<file path="config.mk">
export PLATFORM = sky130hd
export DESIGN_NAME = sca_queue
export DESIGN_NICKNAME = d
export VERILOG_FILES = /design/src/hdl/sca_pkg.sv /design/src/hdl/sca_queue.sv
export SDC_FILE = /design/constraint.sdc
export NUM_CORES = 1
export LEC_CHECK = 0
export BUFFER_PORTS_ARGS = -buffer_cell sky130_fd_sc_hd__buf_4
export CORE_MARGIN = 2
export CORE_UTILIZATION = 40
export DETAILED_ROUTE_END_ITERATION = 7
export PLACE_DENSITY_LB_ADDON = 0.2
export SYNTH_ARGS = -nofsm -noshare
export SYNTH_HDL_FRONTEND = slang
export SYNTH_SLANG_ARGS = --single-unit
</file>
<file path="constraint.sdc">
create_clock -name clock -period 3.35 [get_ports clock]
set_clock_uncertainty 0.15 [all_clocks]
set_input_delay 0.1675 -clock clock [delete_from_list [all_inputs] [get_ports clock]]
set_output_delay 0.1675 -clock clock [all_outputs]
set_load 0.005 [all_outputs]
</file>
<file path="src/hdl/sca_pkg.sv">
// Shared types, size-class tables and status codes for the slab size-class allocator.
// No dependencies; every other file of the block but sca_ram imports it.
package sca_pkg;

   localparam int CLASS_COUNT     = 26;
   localparam int MAX_SMALL       = 2048;
   localparam int GRANULE_W       = 12;   // granule index bits inside one 64 KiB chunk
   localparam int CHUNK_FIELD_W   = 10;   // enough for the largest region (1024 chunks)
   localparam int HDR_W           = 11;   // owner (6) and class (5)
   localparam int DEF_NUM_OWNERS  = 4;
   localparam int DEF_NUM_CHUNKS  = 64;

   localparam logic [11:0] CLASS_BYTES [CLASS_COUNT] = '{
      12'd16, 12'd32, 12'd48, 12'd64, 12'd80, 12'd96, 12'd112, 12'd128,
      12'd160, 12'd192, 12'd224, 12'd256, 12'd320, 12'd384, 12'd448, 12'd512,
      12'd640, 12'd768, 12'd896, 12'd1024, 12'd1152, 12'd1280, 12'd1408,
      12'd1536, 12'd1792, 12'd2048};

   // block pitch in granules
   localparam logic [7:0] CLASS_STEP [CLASS_COUNT] = '{
      8'd1, 8'd2, 8'd3, 8'd4, 8'd5, 8'd6, 8'd7, 8'd8, 8'd10, 8'd12, 8'd14, 8'd16,
      8'd20, 8'd24, 8'd28, 8'd32, 8'd40, 8'd48, 8'd56, 8'd64, 8'd72, 8'd80,
      8'd88, 8'd96, 8'd112, 8'd128};

   // blocks per chunk: (64 KiB - 16) / block size
   localparam logic [11:0] CLASS_BLOCKS [CLASS_COUNT] = '{
      12'd4095, 12'd2047, 12'd1365, 12'd1023, 12'd819, 12'd682, 12'd585, 12'd511,
      12'd409, 12'd341, 12'd292, 12'd255, 12'd204, 12'd170, 12'd146, 12'd127,
      12'd102, 12'd85, 12'd73, 12'd63, 12'd56, 12'd51, 12'd46, 12'd42, 12'd36,
      12'd31};

   // blocks * step: granule offsets at or past this are beyond the last block
   localparam logic [11:0] CLASS_SPAN [CLASS_COUNT] = '{
      12'd4095, 12'd4094, 12'd4095, 12'd4092, 12'd4095, 12'd4092, 12'd4095, 12'd4088,
      12'd4090, 12'd4092, 12'd4088, 12'd4080, 12'd4080, 12'd4080, 12'd4088, 12'd4064,
      12'd4080, 12'd4080, 12'd4088, 12'd4032, 12'd4032, 12'd4080, 12'd4048, 12'd4032,
      12'd4032, 12'd3968};

   typedef enum logic [2:0] {
      ST_SLAB_ALLOC  = 3'd0,
      ST_SYS_ALLOC   = 3'd1,
      ST_LOCAL_FREE  = 3'd2,
      ST_REMOTE_FREE = 3'd3,
      ST_SYS_FREE    = 3'd4,
      ST_IGNORED     = 3'd5,
      ST_NULL        = 3'd6
   } status_type;

   typedef enum logic [3:0] {
      BK_CLEAR, BK_IDLE, BK_AHEAD, BK_ALINK, BK_CARVE,
      BK_FHDR, BK_FMOD, BK_FHEAD, BK_RESP
   } bk_state_type;

   // classified request handed from front to back
   typedef struct packed {
      logic                     is_free;
      logic                     imm;        // answered without touching state
      status_type               imm_status;
      logic [5:0]               requester;
      logic [4:0]               size_class;
      logic [CHUNK_FIELD_W-1:0] chunk;
      logic [GRANULE_W-1:0]     granule;
      logic                     bad_inner;  // not granule aligned, or the header granule
   } item_type;

endpackage

</file>
<file path="src/hdl/sca_queue.sv">
// Two-entry queue of classified requests between front and back.
// Depends on sca_pkg for the entry type.
module sca_queue (
   input  logic              clock,
   input  logic              reset,
   input  logic              push,
   input  sca_pkg::item_type push_item,
   input  logic              pop,
   output logic              full,
   output logic              valid,
   output sca_pkg::item_type head_item
);
   import sca_pkg::*;

   item_type   data_ff [2];
   logic       wr_ptr_ff, wr_ptr_in;
   logic       rd_ptr_ff, rd_ptr_in;
   logic [1:0] count_ff, count_in;

   assign full      = count_ff == 2'd2;
   assign valid     = count_ff != 2'd0;
   assign head_item = data_ff[rd_ptr_ff];

   always_comb begin
      wr_ptr_in = wr_ptr_ff ^ push;
      rd_ptr_in = rd_ptr_ff ^ pop;
      count_in  = count_ff + {1'b0, push} - {1'b0, pop};
   end

   always_ff @(posedge clock) begin
      if (reset) begin
         wr_ptr_ff <= 1'b0;
         rd_ptr_ff <= 1'b0;
         count_ff  <= 2'd0;
      end else begin
         wr_ptr_ff <= wr_ptr_in;
         rd_ptr_ff <= rd_ptr_in;
         count_ff  <= count_in;
      end
      if (push) begin
         data_ff[wr_ptr_ff] <= push_item;
      end
   end
endmodule

</file>
; Word level (Yosys, flattened, before mapping)
; Memory sizes are Yosys's and may differ from the RTL's. A register that Yosys moved wholly into a read port is not among the register bits.
; Cells that the tools add are included.
[op_classes]
mux = 3
n_eq_ne = 1
n_reduce_logical = 1
n_addsub = 2
bitwise_logic = 2
[op_table]
columns = op, count
row1 = $mux 1, 3
row2 = $add 2x1->2, 1
row3 = $eq 2x2->1 const B, 1
row4 = $reduce_bool 2->1, 1
row5 = $sub 2x1->2, 1
row6 = $xor 1x1->1, 2
[totals]
mem_count = 1
reg_bits = 4
input_bits = 43
out_inout_bits = 41
word_cells = 13
mem_bits_rw = 78
[mem_list]
columns = name, depth, word_bits, read_ports, rd_ports_with_merged_regs, write_ports, line_no
row1 = data_ff, 2, 39, 1, 1, 1, sca_queue.sv:15  ; item_type data_ff [2];

; Logic depth before layout (Yosys ltp)
[logic_depth]
ltp_word = 2
depth_mapped = 6
mapped_depth_nobuf = 6

; Worst setup path before layout
; No wires, ideal clock.
[synth_path]
kind = register to register
from = reg wr_ptr_ff
to = mem data_ff[0][0] in the netlist's numbering, enable pin
required_time_ps = 2800
period_less_slack_ps = 1875
stages_incl_launch_ff = 3
setup_ps = 400
n_path_buf = 0
slack_ps = 1475
arrival_time_ps = 1325
path_cell_list = dfxtp_1 > inv_1 > ha_1
[synth_lines]
columns = item, line_no
row1 = from (decl), sca_queue.sv:16  ; logic wr_ptr_ff, wr_ptr_in;
row2 = from (signal assigned), sca_queue.sv:36  ; wr_ptr_ff <= wr_ptr_in;
row3 = to (decl), sca_queue.sv:15
; Straight into the memory's write port.

==> impl_metrics.toml <==
[outcome]
status = "complete, no violations"

[synthesis]
synth.most_common_cell = "edfxtp_1"
synthCells = 140
syn_nets = 187
yosysSeqAreaShare_pct = 79.97
yosys_warnings = 0
ys.flop_type = "edfxtp_1"
synthArstFlopShare_pct = 0
ys_top_cells_by_count = "edfxtp_1 (78), mux2_2 (39), buf_6 (4), dfxtp_1 (4), ha_1 (4)"
syn_area_um2 = 3029
yosys-top-cells-area = "edfxtp_1 (77%), mux2_2 (14%), dfxtp_1 (2.6%)"
synth_area_per_cell_um2 = 21.64
synth_edf_count = 78
synth_cell_types = 11
synth_area_leader_cell = "edfxtp_1"
synth_seq_cells = 82
netlist.area_leader.share_pct = 77.32

[timing]
timing.final.crit_share_pct = 67.65
maxSlewViolCount = 0
rsz0062_at_grt = "false"
tightest_slew_ns = 1.033
whs_ns = 0.1941
fin_tns_setup_ns = 0
slew_headroom_pct = 31.15
finalHoldViolCount = 0
period_needed_ns = 2.266
fmax_mhz = 441.2
setup_viol = 0

[critical_path]
worstPathRequired_ns = 3.03
start_kind = "register"
crit_fanout = 40
worst-setup-path-type = "register to output port"
cp-end-kind = "output port"
cp.arrival_ns = 1.95
r2r_end = "rd_ptr_ff"
ff2ff_path_depth = 3
r2r_slack_ns = 1.27
r2r-start = "rd_ptr_ff"

[drt]
vias_per_cell = 4.468
wl_per_cell_um = 14.36
routed_wl_um = 5398
vias = 1680
drc = 0
dr.pass1.iters = 4
drt_iter0_markers = 48
postRouteAntennaNets = 0

[clocking]
cts_tree = "built"
clkLatencyLatePin_ns = 0.33
postCtsSetupBuffers = 0
cts_root_buffer = "clkbuf_8"
cts_buffer_depth = 2
numCtsBuffers = 9
clk_pin_slew_ns = 0.07
cts.sinks = 82
h-tree-depth = 3

[placed_design]
port_buffers = 83
placed_area_um2 = 3737
place_congestion = 0.6755
dp_hpwl_um = 3012

[cells_and_area]
diodes = 0
postLayoutCoreUtil_pct = 59.56
syn2layout_area_growth_pct = 43.37
nets = 319
drive_above_1_share_pct = 50.18
postLayoutCellArea_um2 = 4343

[power_and_ir_drop]
p_leak_uw = 0.001642
irDropWorstVdd_mv = 0.2345
power.total_uw = 2205
power.density_nw_per_um2 = 507.7

[global_route]
grt_max_degree = 41
grt_pass1_wl_um = 8445
grt_pass1_vias = 1777
grt_usage_pct = 13.51
antenna_found_initial = 0
gr-total-overflow = 0

[floorplanning]
ioPinCount = 84
die_h_um = 91.02
design.die.area_um2 = 8285
core_um2 = 7292
start_util_pct = 41.54
fp.dieW_um = 91.02
placement_rows = 31

[hold_path]
whs_endpoint = "count_ff[1]"
hold_path.class = "input pin to register"
min_from = "pop"
holdPathStages = 4

[flow_run]
drv_cap = 0
-- kinds of logic after synthesis --
kind of cell | count (synthesis) | synth area share [%]
simple gates | 6 | 0.9914
buf+inv | 7 | 1.859
fa+ha+maj | 4 | 1.652
xor+xnor | 2 | 1.033
mux | 39 | 14.50
flops | 82 | 79.97
-- sequential cells by signal (all words and copies together) (netlist names) --
signal,flops
rd_ptr_ff,1
data_ff,78
count_ff,2
wr_ptr_ff,1
-- cell usage in the layout, fill, tap and decap left out --
cell	count
ha_1	2
inv_1	3
dfxtp_1	3
nor2b_1	2
dfxtp_2	1
xnor2_1	1
ha_2	2
xnor3_1	1
bufinv_16	1
clkinvlp_4	2
clkbuf_8	9
clkinv_2	1
clkinv_1	2
dlygate4sd3_1	42
nor2_1	3
buf_4	83
mux2_2	39
or2_2	1
edfxtp_1	78
clkbuf_1	1
-- stage by stage --
stage,setup slack [ns],cells
final,1.084,376
after global routing,0.9775,376
after CTS,1.038,376
after detailed placement,1.420,318
after global placement,1.426,318
after floorplan,1.475,140
-- area by class of cell --
cell class	instances	area, um^2
Clock buffer	10	127.6
Clock inverter	6	57.56
Fill cell	590	2949
Inverter	3	11.26
Multi-Input combinational cell	51	555.5
Sequential cell	82	2424
Tap cell	99	123.9
Timing Repair Buffer	125	1044
-- what timing repair did --
action,CTS,global route
gates resized for setup,0,0
hold buffers,42,0
endpoints found under the hold margin,82,0
-- worst max-delay path, cell delays in order, from the launching register on --
cell     delay (ns)
dfxtp_2        1.00
mux2_2         0.43
buf_4          0.14
-- report_power, final --
| part | switching [uW] | internal [uW] | total [uW] |
|---|---|---|---|
| Combinational | 104 | 204 | 308 |
| Clock | 327 | 338 | 665 |
| Sequential | 35.6 | 1200 | 1230 |
-- routing by layer --
metal | GRT usage (%) | part of all wire, % | vias to the layer above
met1 | 14.95 | 42 | 824
met2 | 23.89 | 53 | 47
met3 | 4.481 | 4.2 | 4
li1 | - | - | 805
met5 | 0 | 0 | -
met4 | 5.429 | 0.98 | 0
-- worst max path at each step --
stage,to,slack [ns],depth (start not counted),from
after global placement,head_item[13],1.43,2,rd_ptr_ff
after global routing,head_item[24],0.98,2,rd_ptr_ff
after CTS,head_item[13],1.04,2,rd_ptr_ff
after floorplan,data_ff[0][0],1.48,2,wr_ptr_ff
final,head_item[24],1.08,2,rd_ptr_ff
after detailed placement,head_item[13],1.42,2,rd_ptr_ff
(Power assumes the default switching activity.)
