==> src/hdl/sca_pkg.sv <==
// Shared types, size-class tables and status codes for the slab size-class allocator.
// No dependencies; every other file of the block but sca_ram imports it.
package sca_pkg;

   localparam int CLASS_COUNT     = 26;
   localparam int MAX_SMALL       = 2048;
   localparam int GRANULE_W       = 12;   // granule index bits inside one 64 KiB chunk
   localparam int CHUNK_FIELD_W   = 10;   // enough for the largest region (1024 chunks)
   localparam int HDR_W           = 11;   // owner (6) and class (5)
   localparam int DEF_NUM_OWNERS  = 4;
   localparam int DEF_NUM_CHUNKS  = 64;

   localparam logic [11:0] CLASS_BYTES [CLASS_COUNT] = '{
      12'd16, 12'd32, 12'd48, 12'd64, 12'd80, 12'd96, 12'd112, 12'd128,
      12'd160, 12'd192, 12'd224, 12'd256, 12'd320, 12'd384, 12'd448, 12'd512,
      12'd640, 12'd768, 12'd896, 12'd1024, 12'd1152, 12'd1280, 12'd1408,
      12'd1536, 12'd1792, 12'd2048};

   // block pitch in granules
   localparam logic [7:0] CLASS_STEP [CLASS_COUNT] = '{
      8'd1, 8'd2, 8'd3, 8'd4, 8'd5, 8'd6, 8'd7, 8'd8, 8'd10, 8'd12, 8'd14, 8'd16,
      8'd20, 8'd24, 8'd28, 8'd32, 8'd40, 8'd48, 8'd56, 8'd64, 8'd72, 8'd80,
      8'd88, 8'd96, 8'd112, 8'd128};

   // blocks per chunk: (64 KiB - 16) / block size
   localparam logic [11:0] CLASS_BLOCKS [CLASS_COUNT] = '{
      12'd4095, 12'd2047, 12'd1365, 12'd1023, 12'd819, 12'd682, 12'd585, 12'd511,
      12'd409, 12'd341, 12'd292, 12'd255, 12'd204, 12'd170, 12'd146, 12'd127,
      12'd102, 12'd85, 12'd73, 12'd63, 12'd56, 12'd51, 12'd46, 12'd42, 12'd36,
      12'd31};

   // blocks * step: granule offsets at or past this are beyond the last block
   localparam logic [11:0] CLASS_SPAN [CLASS_COUNT] = '{
      12'd4095, 12'd4094, 12'd4095, 12'd4092, 12'd4095, 12'd4092, 12'd4095, 12'd4088,
      12'd4090, 12'd4092, 12'd4088, 12'd4080, 12'd4080, 12'd4080, 12'd4088, 12'd4064,
      12'd4080, 12'd4080, 12'd4088, 12'd4032, 12'd4032, 12'd4080, 12'd4048, 12'd4032,
      12'd4032, 12'd3968};

   typedef enum logic [2:0] {
      ST_SLAB_ALLOC  = 3'd0,
      ST_SYS_ALLOC   = 3'd1,
      ST_LOCAL_FREE  = 3'd2,
      ST_REMOTE_FREE = 3'd3,
      ST_SYS_FREE    = 3'd4,
      ST_IGNORED     = 3'd5,
      ST_NULL        = 3'd6
   } status_type;

   typedef enum logic [3:0] {
      BK_CLEAR, BK_IDLE, BK_AHEAD, BK_ALINK, BK_CARVE,
      BK_FHDR, BK_FMOD, BK_FHEAD, BK_RESP
   } bk_state_type;

   // classified request handed from front to back
   typedef struct packed {
      logic                     is_free;
      logic                     imm;        // answered without touching state
      status_type               imm_status;
      logic [5:0]               requester;
      logic [4:0]               size_class;
      logic [CHUNK_FIELD_W-1:0] chunk;
      logic [GRANULE_W-1:0]     granule;
      logic                     bad_inner;  // not granule aligned, or the header granule
   } item_type;

endpackage

==> src/hdl/sca_front.sv <==
// Front end: request handshake, size-class lookup and region checks.
// Depends on sca_pkg; feeds sca_queue.
module sca_front #(
   parameter int NUM_OWNERS = sca_pkg::DEF_NUM_OWNERS,
   parameter int NUM_CHUNKS = sca_pkg::DEF_NUM_CHUNKS
) (
   input  logic              req_valid,
   output logic              req_ready,
   input  logic              req_opcode,
   input  logic [5:0]        req_requester,
   input  logic [31:0]       req_request_size,
   input  logic [47:0]       req_free_address,
   input  logic [47:0]       region_base,
   input  logic              q_full,
   input  logic              clearing,
   output logic              q_push,
   output sca_pkg::item_type q_item
);
   import sca_pkg::*;

   logic [11:0] size_small;
   logic        oversize;
   logic [4:0]  cls;
   logic [47:0] offset;
   logic        outside;

   assign req_ready = !q_full && !clearing;
   assign q_push    = req_valid && req_ready;

   always_comb begin
      size_small = (req_request_size == 32'd0) ? 12'd1 : req_request_size[11:0];
      oversize   = req_request_size > 32'(MAX_SMALL);
      cls        = 5'(CLASS_COUNT - 1);
      for (int k = CLASS_COUNT - 1; k >= 0; k--) begin
         if (CLASS_BYTES[k] >= size_small) begin
            cls = 5'(k);
         end
      end
   end

   assign offset  = req_free_address - region_base;
   assign outside = (req_free_address < region_base) ||
                    (offset[47:16] >= 32'(NUM_CHUNKS));

   always_comb begin
      q_item            = '0;
      q_item.is_free    = req_opcode;
      q_item.requester  = req_requester;
      q_item.size_class = cls;
      q_item.chunk      = offset[16 +: CHUNK_FIELD_W];
      q_item.granule    = offset[15:4];
      q_item.bad_inner  = (offset[3:0] != 4'd0) || (offset[15:4] == 12'd0);
      q_item.imm        = 1'b0;
      q_item.imm_status = ST_SYS_ALLOC;
      if (!req_opcode) begin
         if (oversize || (32'(req_requester) >= 32'(NUM_OWNERS))) begin
            q_item.imm = 1'b1;
         end
      end else if (req_free_address == 48'd0) begin
         q_item.imm        = 1'b1;
         q_item.imm_status = ST_NULL;
      end else if (outside) begin
         q_item.imm        = 1'b1;
         q_item.imm_status = ST_SYS_FREE;
      end
   end
endmodule

==> config.mk <==
export PLATFORM = sky130hd
export DESIGN_NAME = sca_front
export DESIGN_NICKNAME = d
export VERILOG_FILES = /design/src/hdl/sca_pkg.sv /design/src/hdl/sca_front.sv
export SDC_FILE = /design/constraint.sdc
export NUM_CORES = 1
export LEC_CHECK = 0
export BUFFER_PORTS_ARGS = -buffer_cell sky130_fd_sc_hd__clkbuf_2
export CORE_MARGIN = 2
export CORE_UTILIZATION = 45
export DETAILED_ROUTE_END_ITERATION = 16
export PLACE_DENSITY = 0.76
export SLEW_MARGIN = 0
export SYNTH_ARGS = -nofsm -noshare
export SYNTH_HDL_FRONTEND = slang
export SYNTH_SLANG_ARGS = --single-unit
==> constraint.sdc <==
create_clock -name vclk -period 4.5
set_clock_uncertainty 0.1 [all_clocks]
set_input_delay 0.45 -clock vclk [all_inputs]
set_output_delay 0.45 -clock vclk [all_outputs]
set_load 0.02 [all_outputs]
* Yosys cells after proc, flatten, opt, wreduce, memory -nomap -nowiden *
Cells that the tools add are included.

storage, ports and cells
  input bits = 138
  word-level logic and storage cells = 72
  bits in registers = 0
  output and inout port bits = 41

cells by class
  mux-type cells = 31
  add/sub/neg operators = 1
  reductions and logical operators = 11
  magnitude comparators = 29

operators with widths
  operator                                                                            count
  5-bit two-way mux                                                                   24
  11-bit by 12-bit >= comparator with 1-bit output (first input constant)             6
  10-bit by 12-bit >= comparator with 1-bit output (first input constant)             4
  7-bit by 12-bit >= comparator with 1-bit output (first input constant)              4
  8-bit by 12-bit >= comparator with 1-bit output (first input constant)              4
  9-bit by 12-bit >= comparator with 1-bit output (first input constant)              4
  48-bit zero test                                                                    1
  48-bit < comparator                                                                 1
  48-bit subtractor                                                                   1
  32-bit by 7-bit >= comparator with 1-bit output (second input constant)             1
  32-bit by 12-bit greater-than comparator with 1-bit output (second input constant)  1
  32-bit zero test                                                                    1
  6-bit by 12-bit >= comparator with 1-bit output (first input constant)              2
  5-bit by 12-bit >= comparator with 1-bit output (first input constant)              1
  12-bit zero test                                                                    1
  12-bit two-way mux                                                                  1
  4-bit two-way mux                                                                   2
  6-bit by 3-bit >= comparator with 1-bit output (second input constant)              1
  4-bit nonzero test                                                                  1
  1-bit logical OR                                                                    3
  1-bit two-way mux                                                                   3
  3-bit two-way mux                                                                   1
  1-bit logical AND                                                                   2
  1-bit zero test                                                                     2

* Logic depth before layout (Yosys ltp) *
Gate-level depths: netlist of the first run.

  depth in word-level cells = 28
  mapped depth = 13
  mapped depth without buffers = 13

* Worst setup path before layout of the first run *
Ideal clock, no wire load.

  kind = input-to-output
  start = in req_free_address[0]
  end = out q_item[34] (netlist bit)
  data arrival time = 3.403 ns
  cell stages on the path = 13
  path slack = 0.547 ns
  data required time = 3.950 ns
  path buffers = 0
  cells stage by stage = inv_1 ha_1 fa_1 and2b_2 o31a_1 o211ai_1 a211o_1 a31oi_1 a2bb2oi_1 a311o_1 a2111o_1 nor4_4 a21bo_1

RTL lines
  item         line             text
  from (decl)  sca_front.sv:12  input logic [47:0] req_free_address,
  to (decl)    sca_front.sv:17  output sca_pkg::item_type q_item

==> out/qor.yml, run 1 <==
cells_and_area:
  clockBufferCount: 0
  leading_cell_types_in_the_layout_fill_and_taps_excluded: "sky130_fd_sc_hd__clkbuf_2, sky130_fd_sc_hd__a21oi_1, sky130_fd_sc_hd__nor2_1"
  layout-area-overhead-vs-synth_pct: 23.7
  fillCellCount: 923
  register_area_um2: 0
  multiInputGateArea_um2: 3850
  share_of_layout_cells_above_drive_strength_1_pct: 25.5
  most_common_cell_after_layout_fill_and_taps_aside: "sky130_fd_sc_hd__clkbuf_2"
  numSequentialCells: 0
  stdcell_area_um2: 5170
  stdcell_count: 932
  antenna-diode-count: 0
  nets: 1010
floorplanning:
  floorplan.die.height_um: 100
  design.die.area_um2: 10100
  initial_utilization_pct: 45.9
  die_width_um: 100
  boundaryPins: 179
  num_rows: 35
  core_area_um2: 9110
sta:
  share_of_the_cycle_needed_by_the_critical_path_after_routing_pct: 97.4
  worst_slack_ns: 0.116
  post-route-min-period_ns: 4.38
  finalMaxSlewViolations: 0
  hold_viol: 0
  timing.final.setup_violations: 0
  achievable-frequency_mhz: 228
  setup_total_negative_slack_ns: 0
  worst_slew_pin_slew_ns: 0.749
  worst_slew_margin_rel_pct: 49.4
placed_design:
  gp_routability_congestion: 0.974
  placed_cell_area_um2: 5110
  dp_cells: 929
  numPortBuffers: 175
  hpwlAfterDp_um: 13900
  placement.setup.worst_slack_ns: 0.00515
logic_synthesis:
  synth_compound_gate_area_share_pct: 37.6
  synth.largest_area_cell: "sky130_fd_sc_hd__ha_1"
  synth-seq-area-share_pct: 0
  synth-adder-area-share_pct: 14.8
  synth_top_family_by_area: "compound AO/OA/AOI/OAI gates"
  synthesis.nets: 851
  synth_xor_xnor_area_share_pct: 6.91
  synth-warning-count: 0
  avgSynthCellArea_um2: 6.30
  synthSimpleGateAreaFrac_pct: 30.4
  mapped_cell_area_um2: 4180
  synth.lib_cells_used.distinct: 81
  netlist.area_leader.share_pct: 14.4
  synth.mux.area_fraction_pct: 1.47
  post_synth_main_area_contributors: "sky130_fd_sc_hd__ha_1, sky130_fd_sc_hd__a21oi_1, sky130_fd_sc_hd__o21ai_0"
  netlist_instances: 664
power_and_ir_drop:
  standby_leakage_power_nw: 2.54
  power.density_nw_per_um2: 155
  power.ir.vdd_worst_mv: 0.106
global_route:
  vias_in_the_first_global_route: 5311
  antenna_found_initial: 0
  grt_start_max_net_pins: 18
  grt_pass1_wl_um: 25400
  gr-total-overflow: 0
  track_usage_pct: 30.6
route:
  detail_route.wirelength_um: 16100
  viasPerCell: 6.20
  drt-pass1-iter-count: 5
  drt_first_iter_violations: 509
  drcViolationCount: 0
  vias: 5775
  wl_per_cell_um: 17.3
  final_antenna_net_count: 0
worst_hold_path:
  worst_hold_startpoint: "req_requester[0]"
  timing.hold.worst_path_depth: 0
  holdPathEnd: "q_item[28]"
  timing.hold.worst.class: "in2out"
worst_setup_path:
  worst_setup_path_start_kind: "primary input"
  worstPathRequired_ns: 3.95
  worstSetupStartpoint: "req_free_address[27]"
  worst_ep_arrival_time_ns: 3.83
  critical_path_s_most_frequent_cell: "sky130_fd_sc_hd__clkbuf_2"
  critical_path.slowest_cell: "sky130_fd_sc_hd__nor4b_1"
  critical_path_max_stage_delay_ns: 0.67
  cp_top_family: "compound AO/OA/AOI/OAI gates"
  critical_path_class: "in2out"
  path_cells: "clkbuf_2, ha_1, buf_4, a21oi_1, o21ai_0, nor4b_1, a311oi_2, a2bb2oi_1, a311o_1, a2111o_1, nor4_4, a21bo_1, clkbuf_2"
  worstPathMaxFanout: 7
  endpoint_kind: "primary output"
  critPathBufInv: 3
job:
  cap_violations: 0
run_status:
  run_status: "finished clean"
clocking:
  total_of_hold_buffers_inserted_after_clock_tree_synthesis: 0
[how the worst max path moves through the flow]
stage                      end  slack [ns]  cells past startpoint
finish              q_item[34]        0.12                     13
global route        q_item[37]       -0.07                     13
CTS                 q_item[34]        0.02                     15
detailed placement  q_item[34]       0.005                     15
global placement    q_item[34]        0.16                     15
floorplan           q_item[34]        0.55                     13
[per-stage QoR]
stage | utilization (%) | hold WS [ns] | power [W]
after floorplan | - | 0.879 | 0.000525
after global placement | 56.1 | 0.800 | 0.000757
after detailed placement | 56.1 | 0.800 | 0.000768
after CTS | 56.1 | 0.800 | 0.000772
after global routing | 56.8 | 0.800 | 0.000871
final | 56.8 | 0.800 | 0.000800
[cell usage after synthesis, types with 6 or more instances]
cell type / instances
sky130_fd_sc_hd__a21oi_1: 64
sky130_fd_sc_hd__nor2_1: 63
sky130_fd_sc_hd__inv_1: 62
sky130_fd_sc_hd__nand2_1: 62
sky130_fd_sc_hd__o21ai_0: 53
sky130_fd_sc_hd__ha_1: 48
sky130_fd_sc_hd__nor4_1: 25
sky130_fd_sc_hd__xnor2_1: 20
sky130_fd_sc_hd__clkbuf_1: 17
sky130_fd_sc_hd__nand3_1: 15
sky130_fd_sc_hd__nand4_1: 15
sky130_fd_sc_hd__nor3_1: 15
sky130_fd_sc_hd__nand2b_1: 14
sky130_fd_sc_hd__a21o_1: 13
sky130_fd_sc_hd__xor2_1: 13
sky130_fd_sc_hd__o21a_1: 12
sky130_fd_sc_hd__a211oi_1: 9
sky130_fd_sc_hd__o21bai_1: 9
sky130_fd_sc_hd__a31oi_1: 8
sky130_fd_sc_hd__buf_4: 8
sky130_fd_sc_hd__and2_1: 7
sky130_fd_sc_hd__nor2b_1: 7
sky130_fd_sc_hd__o22ai_1: 7
sky130_fd_sc_hd__o211ai_1: 6
[what timing repair did]
action                                  CTS  global route
endpoints found under the setup margin    0             3
gates resized for setup                   0             7
setup buffers                             0             3
[logic make-up (layout without fill, tap and decap cells)]
logic type	Yosys count	in the layout
XOR/XNOR	33	33
AND/OR/NAND/NOR	251	251
AO/OA/AOI/OAI	236	236
multiplexers	6	6
adder cells (fa/ha/maj)	49	49
buffers and inverters	89	246
[routing by layer]
layer	vias to the layer above	GRT usage (%)	part of all wire (%)
met5	-	0	0
met4	0	4.85	1.9
met3	26	4.11	10
met2	339	50.6	44
met1	2623	43.1	44
li1	2787	-	-
[power by group]
group | switching (W) | total (W) | internal [W]
clock | 0 | 0 | 0
sequential | 0 | 0 | 0
combinational | 0.000495 | 0.000800 | 0.000304
[final cells by class]
type / instances / share of cell area (%)
multi-input combinational: 575 / 74.6
inverter: 62 / 4.50
timing repair buffer: 184 / 18.2
tap: 111 / 2.69
Power figures use the tool's default switching activity.
==> inputs of run 2 (changes only) <==
--- a/config.mk
+++ b/config.mk
@@ -5,11 +5,12 @@
 export SDC_FILE = /design/constraint.sdc
 export NUM_CORES = 1
 export LEC_CHECK = 0
+export ABC_AREA = 1
 export BUFFER_PORTS_ARGS = -buffer_cell sky130_fd_sc_hd__clkbuf_2
 export CORE_MARGIN = 2
 export CORE_UTILIZATION = 45
 export DETAILED_ROUTE_END_ITERATION = 16
-export PLACE_DENSITY = 0.76
+export PLACE_DENSITY = 0.79
 export SLEW_MARGIN = 0
 export SYNTH_ARGS = -nofsm -noshare
 export SYNTH_HDL_FRONTEND = slang
==> constraint.sdc (replaced) <==
create_clock -name vclk -period 3.75
set_clock_uncertainty 0.1 [all_clocks]
set_input_delay 0.375 -clock vclk [all_inputs]
set_output_delay 0.375 -clock vclk [all_outputs]
set_load 0.02 [all_outputs]
==> out/qor.yml, run 2 <==
worst_setup_path:
  critical_path.slowest_cell: "sky130_fd_sc_hd__ha_1"
  worst_setup_path_start_kind: "primary input"
  cp_top_family: "compound AO/OA/AOI/OAI gates"
  critPathBufInv: 3  # unchanged
  endpoint_kind: "primary output"
  critical_path_class: "in2out"
  worstPathMaxFanout: 4  # -3
  critical_path_s_most_frequent_cell: "sky130_fd_sc_hd__a21oi_1"
  path_cells: "clkbuf_2, ha_1, a21oi_1, o21ai_0, a21oi_1, o21ai_1, a21oi_1, o21ai_1, xnor2_1, inv_1, or2_2, nor2_2, nand4_1, nand2_2, nand2_1, buf_2"
  worstPathRequired_ns: 3.27  # -0.68 ns
  critical_path_max_stage_delay_ns: 0.37  # -0.30 ns
  worst_ep_arrival_time_ns: 3.16  # -0.67 ns
sta:
  share_of_the_cycle_needed_by_the_critical_path_after_routing_pct: 96.9
  finalMaxSlewViolations: 0  # unchanged
  worst_slew_margin_rel_pct: 61.4  # +12 points
  hold_viol: 0  # unchanged
  post-route-min-period_ns: 3.63
  worst_slew_pin_slew_ns: 0.574  # -0.175 ns
  timing.final.setup_violations: 0  # unchanged
  achievable-frequency_mhz: 275
floorplanning:
  initial_utilization_pct: 46.7  # +0.84 points
  num_rows: 34  # -2.9%
  boundaryPins: 179  # unchanged
  die_width_um: 99.6  # -0.75%
  design.die.area_um2: 9930  # -1.5%
  core_area_um2: 8810  # -3.3%
  floorplan.die.height_um: 99.6  # -0.75%
cells_and_area:
  fillCellCount: 873  # -5.4%
  clockBufferCount: 0  # unchanged
  antenna-diode-count: 0  # unchanged
  leading_cell_types_in_the_layout_fill_and_taps_excluded: "sky130_fd_sc_hd__clkbuf_2, sky130_fd_sc_hd__inv_1, sky130_fd_sc_hd__nand2_1"
  nets: 1136  # +12%
  final_core_util_pct: 63.4  # +6.6 points
  layout-area-overhead-vs-synth_pct: 35.6
  share_of_layout_cells_above_drive_strength_1_pct: 30.3  # +4.8 points
  multiInputGateArea_um2: 3770  # -2.3%
  numSequentialCells: 0  # unchanged
  most_common_cell_after_layout_fill_and_taps_aside: "sky130_fd_sc_hd__clkbuf_2"
  register_area_um2: 0  # unchanged
  stdcell_area_um2: 5580  # +8.0%
power_and_ir_drop:
  clockPowerShare_pct: 0  # unchanged
  switchingPower_w: 0.000604  # +22%
  swShare_pct: 60.2  # -1.8 points
  p_total_w: 0.00100  # +25%
  power.ir.vdd_worst_mv: 0.132  # +24%
  power.density_nw_per_um2: 180  # +16%
  intPower_w: 0.000400  # +31%
  combinational_group_share_of_total_power_pct: 100.0  # about the same
  p_seq_share_pct: 0  # unchanged
  standby_leakage_power_nw: 2.97  # +17%
logic_synthesis:
  post_synth_main_area_contributors: "sky130_fd_sc_hd__inv_1, sky130_fd_sc_hd__ha_1, sky130_fd_sc_hd__nand2_1"
  avgSynthCellArea_um2: 5.44  # -14%
  netlist_instances: 756  # +14%
  synth-seq-area-share_pct: 0  # unchanged
  synth_top_cells_by_count: "sky130_fd_sc_hd__inv_1, sky130_fd_sc_hd__nand2_1, sky130_fd_sc_hd__nor2_1, sky130_fd_sc_hd__a21oi_1, sky130_fd_sc_hd__ha_1"
  synth.lib_cells_used.distinct: 36  # -56%
  synth.largest_area_cell: "sky130_fd_sc_hd__inv_1"
  netlist.area_leader.share_pct: 14.8  # +0.41 points
  synthesis.nets: 943  # +11%
  synth-warning-count: 0  # unchanged
  mapped_cell_area_um2: 4120  # -1.6%
  top_count_cell_post_synth: "sky130_fd_sc_hd__inv_1"
placed_design:
  numPortBuffers: 175  # unchanged
  hpwlAfterDp_um: 11400  # -18%
  gp_routability_congestion: 0.940  # -3.5%
  placed_cell_area_um2: 5100  # about the same
global_route:
  grt_start_max_net_pins: 8  # -10
  vias_in_the_first_global_route: 5063  # -4.7%
  track_usage_pct: 24.6  # -6.1 points
  gr-total-overflow: 0  # unchanged
  antenna_found_initial: 0  # unchanged
  grt_pass1_wl_um: 21100  # -17%
run_status:
  run_status: "finished clean"
worst_hold_path:
  holdPathEnd: "q_item[28]"
  worst_hold_startpoint: "req_requester[0]"
  timing.hold.worst.class: "in2out"
  timing.hold.worst_path_depth: 0  # unchanged
route:
  vias: 5655  # -2.1%
  final_antenna_net_count: 0  # unchanged
  wl_per_cell_um: 13.0  # -25%
  drt_first_iter_violations: 222  # -56%
  detail_route.wirelength_um: 13700  # -15%
  viasPerCell: 5.36  # -13%
  drt-pass1-iter-count: 5  # unchanged
  drcViolationCount: 0  # unchanged
clocking:
  total_of_hold_buffers_inserted_after_clock_tree_synthesis: 0  # unchanged
job:
  cap_violations: 0  # unchanged
[run 2: cell count changes in the layout (fill, tap and decap cells not counted), sizes merged, moves of 13 or more]
cell	delta
inv	+106
buf	+15
nand2b	-14
nand3	+18
nand2	+73
nor2	+37
a21o	-13
a21oi	+24
[run 2: logic make-up after synthesis]
kind of cell    after synthesis  synth area share [%]
simple gates                307                  31.8
compound gates              185                  27.9
buf+inv                     175                  16.6
fa+ha+maj                    49                  15.1
xor+xnor                     40                  8.70
[run 2: metrics by stage]
stage	hold WS (ns)	std cells	setup WS, ns	setup TNS (ns)
6_report	0.650	1055	0.117	0
5_1_grt	0.650	1055	-0.144	-0.383
4_1_cts	0.650	1036	0.0779	0
3_5_place_dp	0.650	1036	0.0693	0
3_3_place_gp	0.650	1036	0.130	0
2_1_floorplan	0.725	756	0.428	0
[run 2: power groups by stage]
stage	Clock, W	Combinational (W)	Sequential (W)
global placement	0	0.000883	0
global route	0	0.00110	0
floorplan	0	0.000624	0
detailed placement	0	0.000885	0
finish	0	0.00100	0
CTS	0	0.000891	0
[run 2: what timing repair did]
item,in CTS,in global routing
setup buffers,0,19
setup endpoints to repair,0,3
gates resized for setup,0,59
[run 2: how the worst max path moves through the flow]
stage	slack, ns	depth (start not counted)	endpoint	start
6_report	0.12	16	q_item[37]	req_free_address[11]
5_1_grt	-0.14	19	q_item[37]	region_base[30]
4_1_cts	0.08	24	q_item[37]	req_free_address[0]
3_5_place_dp	0.07	24	q_item[37]	req_free_address[0]
3_3_place_gp	0.13	21	q_item[37]	req_free_address[7]
2_1_floorplan	0.43	22	q_item[37]	req_free_address[0]
[run 2: layout make-up]
class / count / area share [%]
well taps: 108 / 2.42
repair buffers: 198 / 18.8
inverters: 168 / 11.3
multi-input cells: 581 / 67.5
[run 2: routing by layer]
metal / share of wire (%) / global-route usage (%)
met2: 49 / 47.2
met3: 6.3 / 1.12
met4: 2.2 / 4.21
met5: 0 / 0
met1: 42 / 30.4
==> inputs of run 3 (changes only) <==
--- a/config.mk
+++ b/config.mk
@@ -5,7 +5,6 @@
 export SDC_FILE = /design/constraint.sdc
 export NUM_CORES = 1
 export LEC_CHECK = 0
-export ABC_AREA = 1
 export BUFFER_PORTS_ARGS = -buffer_cell sky130_fd_sc_hd__clkbuf_2
 export CORE_MARGIN = 2
 export CORE_UTILIZATION = 45
==> out/qor.yml, run 3 (synthesis results as in run 1) <==
sta:
  worst_slew_pin_slew_ns: 0.582  # +0.00849 ns
  timing.hold.ws_ns: 0.650  # -0.0000260 ns
  achievable-frequency_mhz: 250  # -9.1%
  finalMaxSlewViolations: 0  # unchanged
  worst_slew_margin_rel_pct: 60.8  # -0.57 points
  hold_viol: 0  # unchanged
  share_of_the_cycle_needed_by_the_critical_path_after_routing_pct: 107  # +9.7 points
  worst_slack_ns: -0.247  # -0.364 ns
  setup_total_negative_slack_ns: -0.694  # -0.694 ns
  setup_repair_after_global_routing_missed_its_margin: "yes"
  timing.final.setup_violations: 3  # +3
  post-route-min-period_ns: 4.00  # +0.364 ns
route:
  final_antenna_net_count: 0  # unchanged
  drcViolationCount: 0  # unchanged
  detail_route.wirelength_um: 15500  # +13%
  drt_first_iter_violations: 366  # +65%
  vias: 6093  # +7.7%
  viasPerCell: 5.71  # +6.5%
  drt-pass1-iter-count: 5  # unchanged
  wl_per_cell_um: 14.5  # +12%
floorplanning:
  die_width_um: 100  # +0.75%
  boundaryPins: 179  # unchanged
  initial_utilization_pct: 45.9  # -0.84 points
  design.die.area_um2: 10100  # +1.5%
  num_rows: 35  # +2.9%
  core_area_um2: 9110  # +3.4%
  floorplan.die.height_um: 100  # +0.75%
worst_hold_path:
  timing.hold.worst.class: "in2out"
  holdPathEnd: "q_item[28]"
  timing.hold.worst_path_depth: 0  # unchanged
  worst_hold_startpoint: "req_requester[0]"
global_route:
  grt_pass1_wl_um: 25100  # +19%
  antenna_found_initial: 0  # unchanged
  gr-total-overflow: 0  # unchanged
  track_usage_pct: 29.3  # +4.8 points
  vias_in_the_first_global_route: 5660  # +12%
  grt_start_max_net_pins: 18  # +10
cells_and_area:
  nets: 1145  # +0.79%
  stdcell_area_um2: 6340  # +14%
  layout-area-overhead-vs-synth_pct: 51.7
  leading_cell_types_in_the_layout_fill_and_taps_excluded: "sky130_fd_sc_hd__clkbuf_2, sky130_fd_sc_hd__buf_4, sky130_fd_sc_hd__nor2_1"
  fillCellCount: 817  # -6.4%
  stdcell_count: 1067  # +1.1%
  numSequentialCells: 0  # unchanged
  most_common_cell_after_layout_fill_and_taps_aside: "sky130_fd_sc_hd__clkbuf_2"
  clockBufferCount: 0  # unchanged
  share_of_layout_cells_above_drive_strength_1_pct: 37.7  # +7.4 points
  antenna-diode-count: 0  # unchanged
  register_area_um2: 0  # unchanged
power_and_ir_drop:
  power.ir.vdd_worst_mv: 0.133  # +1.2%
  power.density_nw_per_um2: 183  # +1.9%
  standby_leakage_power_nw: 3.21  # +8.1%
placed_design:
  numPortBuffers: 175  # unchanged
  hpwlAfterDp_um: 13400  # +17%
  placed_cell_area_um2: 6130  # +20%
  gp_routability_congestion: 0.965  # +2.7%
  dp_cells: 1061  # +2.4%
worst_setup_path:
  endpoint_kind: "primary output"
  worst_ep_arrival_time_ns: 3.52  # +0.36 ns
  worst_setup_path_start_kind: "primary input"
  worstPathMaxFanout: 3  # -1
  critical_path_class: "in2out"
  worstPathRequired_ns: 3.27  # about the same
run_status:
  run_status: "finished with violations"
  failing_checks: "negative setup slack"
clocking:
  total_of_hold_buffers_inserted_after_clock_tree_synthesis: 0  # unchanged
job:
  cap_violations: 0  # unchanged
[run 3: cell count changes in the layout (fill, tap and decap cells not counted), sizes merged, moves of 14 or more]
| cell | previous run | this run |
|---|---|---|
| a21oi | 88 | 64 |
| inv | 168 | 62 |
| nand2 | 136 | 63 |
| nand2b | 0 | 14 |
| nor2 | 100 | 63 |
| buf | 24 | 149 |
| nand3 | 33 | 15 |
[run 3: repair_timing]
item                       4_1_cts  5_1_grt
pin swaps                        9       20
setup endpoints to repair        3        4
buffers inserted                 4        2
gates resized for setup         13       31
[run 3: per-layer routing]
metal / wire length (um) / track usage [%] / vias to the layer above
li1: - / - / 3046
met1: 7010 / 40.1 / 2760
met2: 7230 / 50.4 / 250
met3: 861 / 1.88 / 37
met4: 397 / 6.74 / 0
met5: 0 / 0 / -
[run 3: final cells by class]
cell class,count,area [um2],area share (%)
timing repair buffer,319,2010,31.7
inverter,62,235,3.71
tap,111,139,2.19
multi-input combinational,575,3960,62.4
[run 3: worst max-delay path, cell delays in order]
cell and delay, ns:
sky130_fd_sc_hd__buf_8 0.10, sky130_fd_sc_hd__inv_4 0.04, sky130_fd_sc_hd__ha_4 0.13, sky130_fd_sc_hd__fa_2 0.20
sky130_fd_sc_hd__and2b_2 0.23, sky130_fd_sc_hd__o31a_1 0.34, sky130_fd_sc_hd__o211ai_2 0.21, sky130_fd_sc_hd__a31oi_4 0.13
sky130_fd_sc_hd__buf_4 0.16, sky130_fd_sc_hd__o21ba_2 0.19, sky130_fd_sc_hd__a221o_1 0.29, sky130_fd_sc_hd__a2111oi_4 0.19
sky130_fd_sc_hd__nand4b_1 0.21, sky130_fd_sc_hd__nor4_4 0.40, sky130_fd_sc_hd__a21bo_2 0.20, sky130_fd_sc_hd__buf_8 0.11
[run 3: worst max path at each step]
stage	to	slack (ns)	from
3_3_place_gp	q_item[34]	-0.35	req_free_address[0]
3_5_place_dp	q_item[34]	-0.38	req_free_address[0]
5_1_grt	q_item[37]	-0.42	req_free_address[0]
6_report	q_item[34]	-0.25	req_free_address[0]
4_1_cts	q_item[34]	-0.30	req_free_address[0]
2_1_floorplan	q_item[34]	0.005	req_free_address[0]
[run 3: per-stage QoR]
step                setup WS (ns)  total power, W  utilization, %
floorplan                 0.00482        0.000633               -
global placement           -0.345         0.00108            67.3
detailed placement         -0.380         0.00110            67.3
CTS                        -0.301         0.00112            68.3
global route               -0.421         0.00126            69.6
finish                     -0.247         0.00116            69.6
[run 3: where the power goes]
group / internal [W] / leakage (nW) / total [W] / switching, W
clock network: 0 / 0 / 0 / 0
registers: 0 / 0 / 0 / 0
logic: 0.000527 / 3.21 / 0.00116 / 0.000634
